===== src/rtl/assert_macros.svh =====
// Assertion macros for the RTL of the LMS noise canceller.
// Stand-alone header; the assertions drop out when SYNTHESIS is defined.
`ifndef ASSERT_MACROS_SVH
`define ASSERT_MACROS_SVH
`ifndef SYNTHESIS
// Clocked check, switched off while reset is held low.
`define LNC_ASSERT(lbl, clk, rst_n, prop, msg) \
  lbl: assert property (@(posedge clk) disable iff (!rst_n) prop) else $error(msg);
// Clocked check that also runs through reset.
`define LNC_ASSERT_RST(lbl, clk, prop, msg) \
  lbl: assert property (@(posedge clk) prop) else $error(msg);
`else
`define LNC_ASSERT(lbl, clk, rst_n, prop, msg)
`define LNC_ASSERT_RST(lbl, clk, prop, msg)
`endif
`endif


===== src/rtl/lnc_pkg.sv =====
// Package for the LMS noise canceller: fixed widths, sequencer states, cell control.
// No dependencies.
`default_nettype none
package lnc_pkg;

  localparam int SMP_W  = 16;   // sample and error width
  localparam int W_W    = 48;   // weight width, Q16.32
  localparam int PROD_W = W_W + SMP_W;
  localparam int FRAC_W = 16;   // bits dropped from each tap product
  localparam int MU_W   = 6;
  localparam int SH_W   = 5;    // update shift, 0..31
  localparam logic [MU_W-1:0] MU_RESET = 6'd40;

  typedef enum logic [2:0] {
    S_IDLE,
    S_MUL,
    S_SUM,
    S_ERR,
    S_UPD_MUL,
    S_UPD_WR,
    S_OUT
  } lnc_state_t;

  // broadcast to every cell of the chain
  typedef struct packed {
    logic                     x_shift;    // new noise sample enters the delay line
    logic                     mac_load;   // load floored w*x
    logic                     term_shift; // pass terms along towards the accumulator
    logic                     upd_load;   // load e*x
    logic                     w_write;    // apply the weight update
    logic signed [SMP_W-1:0]  err;
    logic        [SH_W-1:0]   shift;
  } lnc_cell_ctrl_t;

endpackage
`default_nettype wire


===== src/rtl/lnc_cell.sv =====
// One tap of the LMS filter: delay element, weight, one multiplier and a term register.
// Depends on lnc_pkg.
`default_nettype none
module lnc_cell (
  input  wire                             clk,
  input  wire                             rst_n,
  input  wire lnc_pkg::lnc_cell_ctrl_t    ctrl,
  input  wire logic signed [15:0]         x_in,
  output logic signed [15:0]              x_out,
  input  wire logic signed [47:0]         term_in,
  output logic signed [47:0]              term_out
);
  import lnc_pkg::*;

  logic signed [SMP_W-1:0]  x_r,    x_nxt;
  logic signed [W_W-1:0]    w_r,    w_nxt;
  logic signed [W_W-1:0]    term_r, term_nxt;
  logic signed [W_W-1:0]    mul_a;
  logic signed [PROD_W-1:0] prod;
  logic signed [W_W-1:0]    delta;
  logic signed [W_W:0]      w_sum;

  // one multiplier, shared by the filter pass and the update pass
  assign mul_a = ctrl.upd_load ? W_W'(ctrl.err) : w_r;
  assign prod  = mul_a * x_r;
  assign delta = term_r >>> ctrl.shift;
  assign w_sum = {w_r[W_W-1], w_r} + {delta[W_W-1], delta};

  always_comb begin
    x_nxt    = ctrl.x_shift ? x_in : x_r;
    term_nxt = term_r;
    if (ctrl.mac_load) begin
      term_nxt = prod[PROD_W-1:FRAC_W];
    end else if (ctrl.term_shift) begin
      term_nxt = term_in;
    end else if (ctrl.upd_load) begin
      term_nxt = prod[W_W-1:0];   // e*x fits in 32 bits
    end
    w_nxt = w_r;
    if (ctrl.w_write) begin
      if (w_sum[W_W] != w_sum[W_W-1]) begin
        w_nxt = w_sum[W_W] ? {1'b1, {(W_W-1){1'b0}}} : {1'b0, {(W_W-1){1'b1}}};
      end else begin
        w_nxt = w_sum[W_W-1:0];
      end
    end
  end

  always_ff @(posedge clk) begin
    if (!rst_n) begin
      x_r <= '0;
      w_r <= '0;
    end else begin
      x_r <= x_nxt;
      w_r <= w_nxt;
    end
  end

  always_ff @(posedge clk) begin
    term_r <= term_nxt;
  end

  assign x_out    = x_r;
  assign term_out = term_r;

endmodule
`default_nettype wire


===== config.mk =====
export PLATFORM = sky130hd
export DESIGN_NAME = lnc_cell
export DESIGN_NICKNAME = d
export VERILOG_FILES = /design/src/rtl/assert_macros.svh /design/src/rtl/lnc_pkg.sv /design/src/rtl/lnc_cell.sv
export SDC_FILE = /design/constraint.sdc
export NUM_CORES = 2
export LEC_CHECK = 0
export BUFFER_PORTS_ARGS = -buffer_cell sky130_fd_sc_hd__buf_2
export CAP_MARGIN = 30
export CORE_UTILIZATION = 34
export DETAILED_ROUTE_END_ITERATION = 10
export GPL_ROUTABILITY_DRIVEN = 0
export SYNTH_ARGS = -nofsm -noshare
export SYNTH_HDL_FRONTEND = slang
export SYNTH_SLANG_ARGS = --single-unit

===== constraint.sdc =====
create_clock -name clk -period 12.7 [get_ports clk]
set_clock_uncertainty 0.2 [all_clocks]
set_input_delay 2.54 -clock clk [delete_from_list [all_inputs] [get_ports clk]]
set_output_delay 2.54 -clock clk [all_outputs]
set_load 0.1 [all_outputs]

==> impl_metrics.tcl <==
set metrics [dict create \
    status "finished, final reports clean" \
    finalMaxSlewViolations 0 \
    syn-num-nets 5440 \
    drv_cap 0 \
    nets 5392 \
    cts_root_buf "clkbuf_16" \
    cts.sinks 112 \
    htreeDepth 3 \
    grt_pass1_vias 31060 \
    cts_inserted_buffers 9 \
    io_buffer_count 155 \
    hold_viol_final 0 \
    via_count 30790 \
    cellLeakagePower_nw 19.15 \
    grt_first_pass_wirelength_um 191300 \
    post_cts_resized 0 \
    dieArea_um2 111000 \
    cts_setup_buffers 0 \
    period_share_pct 85.66 \
    ant_nets 0 \
    rows 121 \
    via_per_inst 5.295 \
    ys_warn_count 0 \
    cp.required_ns 12.62 \
    netlist_area_um2 37300 \
    wl_per_cell_um 21.18 \
    yosysUniqueCellTypes 84 \
    cp_max_fo 37 \
    path_class "in -> reg" \
    ys_ff_latch 112 \
    num_io_pins 156 \
    post-route-util_pct 36.37 \
    worst_slew_pin_slew_ns 1.054 \
    synth_top_family_by_area "adder cells" \
    worst_setup_path_start_kind "input port" \
    setup.worst_path.end_class "flop" \
    cts_tree "yes" \
    synth_simple_gate_area_share_pct 15.57 \
    clkTransAtPathRegs_ns 0.09 \
    clock_latency_ns 0.41 \
    setup_viol 0 \
    cp_slowest_cell "o31ai_1" \
    synth-seq-area-share_pct 7.299 \
    ctsHoldBuffers 0 \
    dr.pass1.iters 6 \
    start_util_pct 34.27 \
    holdCritPathClass "reg -> reg" \
    die_h_um 333.2 \
    grt_usage_pct 22.46 \
    powerDensity_nw_per_um2 260.8 \
    cts_buffer_depth 2 \
    synthMuxAreaShare_pct 5.052 \
    grt_max_degree 93 \
    synth_fa_ha_area_share_pct 45.86 \
    post-route-min-period_ns 10.88 \
    synth_edf_count 48 \
    crit_chain "buf_2, buf_4, mux2_2, and2_1, fa_1, inv_1, fa_1, fa_1, inv_1, fa_1, fa_1, inv_1, fa_1, inv_1, ha_1, nand3_1, o32ai_1, a31oi_1, o31ai_1, a21oi_1, xnor2_1, mux2i_1, o21ai_0" \
    syn_avg_cell_area_um2 8.395 \
    cpPeakStageDelay_ns 0.69 \
    synth-compound-area-share_pct 11.55 \
    antenna_found_initial 7 \
    slew_headroom_pct 29.72 \
    routed_wl_um 123100 \
    grt-ovfl-total 0 \
    synth_xor_area_share_pct 2.486 \
    synthToLayoutAreaGrowth_pct 6.135 \
    drive_gt1_share_pct 8.591 \
    fmax_mhz 91.92 \
    ys.flop_type "dfxtp_1" \
    cpMostUsedCell "fa_1" \
    core_um2 108900 \
    ys_async_sr_fraction_pct 0 \
    die_x_um 333.2 \
    netlist_instances 4443 \
    drt_iter0_drc 2875 \
    dpl.hpwl_um 96480 \
    ir_worst_vdd_mv 0.1881 \
    rsz0062_at_grt "no" \
    drcViolationCount 0 \
    fin_tns_setup_ns 0 \
    critical_path_arrival_ns 10.80 \
]
-- synthesized netlist by cell type, types with 6 or more instances --
cell | n | area, µm²
or2_2 | 10 | 62.56
maj3_2 | 37 | 416.7
edfxtp_1 | 48 | 1441
o31ai_1 | 12 | 90.09
buf_2 | 18 | 90.09
a21o_1 | 62 | 465.5
xnor2_1 | 64 | 560.5
or3_1 | 8 | 50.05
o211ai_1 | 17 | 127.6
a221oi_1 | 6 | 52.55
nand3_1 | 24 | 120.1
xor2_1 | 40 | 350.3
mux2_2 | 30 | 337.8
inv_1 | 913 | 3427
and3_1 | 16 | 100.1
nor2b_1 | 44 | 275.3
and2_1 | 262 | 1639
dfxtp_1 | 64 | 1281
a21boi_0 | 10 | 75.07
o21bai_1 | 24 | 180.2
o21ai_0 | 187 | 935.9
mux2i_1 | 96 | 960.9
a21oi_1 | 233 | 1166
and4_1 | 7 | 61.31
nand2b_1 | 17 | 106.4
ha_1 | 194 | 2427
mux4_2 | 26 | 585.6
nor3_1 | 16 | 80.08
clkbuf_1 | 238 | 893.4
fa_1 | 711 | 14230
nand4_1 | 37 | 231.5
a31oi_1 | 22 | 137.6
o21ai_1 | 19 | 95.09
o21a_1 | 24 | 180.2
nand2_1 | 635 | 2384
a211oi_1 | 34 | 255.2
nor2_1 | 141 | 529.3
buf_1 | 13 | 48.80
-- registers in the layout (all words and copies together) (netlist names) --
signal / count
w_r: 48
x_out: 16
term_out: 48
-- cells in the final DEF (no fill, tap or decap), drive strengths merged, types with 25 or more instances in the layout --
cell and instances:
nor2 141, nand4 37, nand2 635, inv 918, xnor2 65, fa 711
maj3 40, xor2 40, mux2 30, a21oi 234, nor2b 44, mux4 26
mux2i 96, edfxtp 48, a211oi 34, and2 262, ha 194, buf 219
dfxtp 64, nand3 25, a21o 62, o21ai 208
-- metrics by stage --
step / std cells / worst slack, ns / area (µm²) / hold slack [ns] / power [mW]
2_1_floorplan: 4443 / 2.856 / 37300 / 0.2916 / 7.268
3_3_place_gp: 5795 / 1.551 / 39230 / 0.3125 / 9.802
3_5_place_dp: 5797 / 1.509 / 39290 / 0.3097 / 9.799
4_1_cts: 5813 / 1.930 / 39570 / 0.3324 / 10.21
5_1_grt: 5814 / 1.539 / 39590 / 0.3616 / 11.16
6_report: 5815 / 1.821 / 39590 / 0.3335 / 10.32
-- logic make-up (layout without fill, tap and decap cells) --
family,after synthesis,after routing
muxes,152,152
and+or+nand+nor,1236,1236
xor gates and xnor gates,105,105
other,0,1
buffers and inverters,1192,1149
DFF,112,112
AOI/OAI and AO/OA,701,701
adders and majority gates,945,945
-- final timing paths --
| path | start | end | slack, ns | cells past startpoint |
|---|---|---|---|---|
| setup / recovery | ctrl[22] | term_out[31] | 1.82 | 23 |
| hold / removal | x_out[10] | x_out[10] | 0.33 | 2 |
| setup reg to reg | x_out[15] | term_out[46] | 4.30 | 22 |
| hold reg to reg | x_out[10] | x_out[10] | 0.33 | 2 |
-- layer usage --
metal	track usage, %	routed length [µm]	part of all wire (%)
met1	32.64	54350	44
met2	33.49	52950	43
met3	4.925	12420	10
met4	5.824	3371	2.7
met5	0	44	0.036
-- area by class of cell --
class / instances / area, µm²
fillers: 11200 / 69260
multi-input cells: 3139 / 30060
inverters: 914 / 3431
flip-flops and latches: 112 / 2739
well taps: 1414 / 1769
repair buffers: 219 / 1304
clock buffers: 10 / 229.0
clock inverters: 6 / 57.56
diodes: 1 / 2.502
-- critical path, delay by kind of cell --
| family | cells | cell delay (ns) |
|---|---|---|
| compound gates | 5 | 1.94 |
| fa+ha+maj | 7 | 3.44 |
| xor+xnor | 1 | 0.38 |
| mux | 2 | 0.77 |
| simple gates | 2 | 0.50 |
| buf+inv | 6 | 1.17 |
-- power breakdown --
| group | internal, mW | switching [mW] |
|---|---|---|
| Sequential | 0.624 | 0.262 |
| Clock | 0.139 | 0.176 |
| Combinational | 3.13 | 6.00 |
Power figures use the tool's default switching activity.
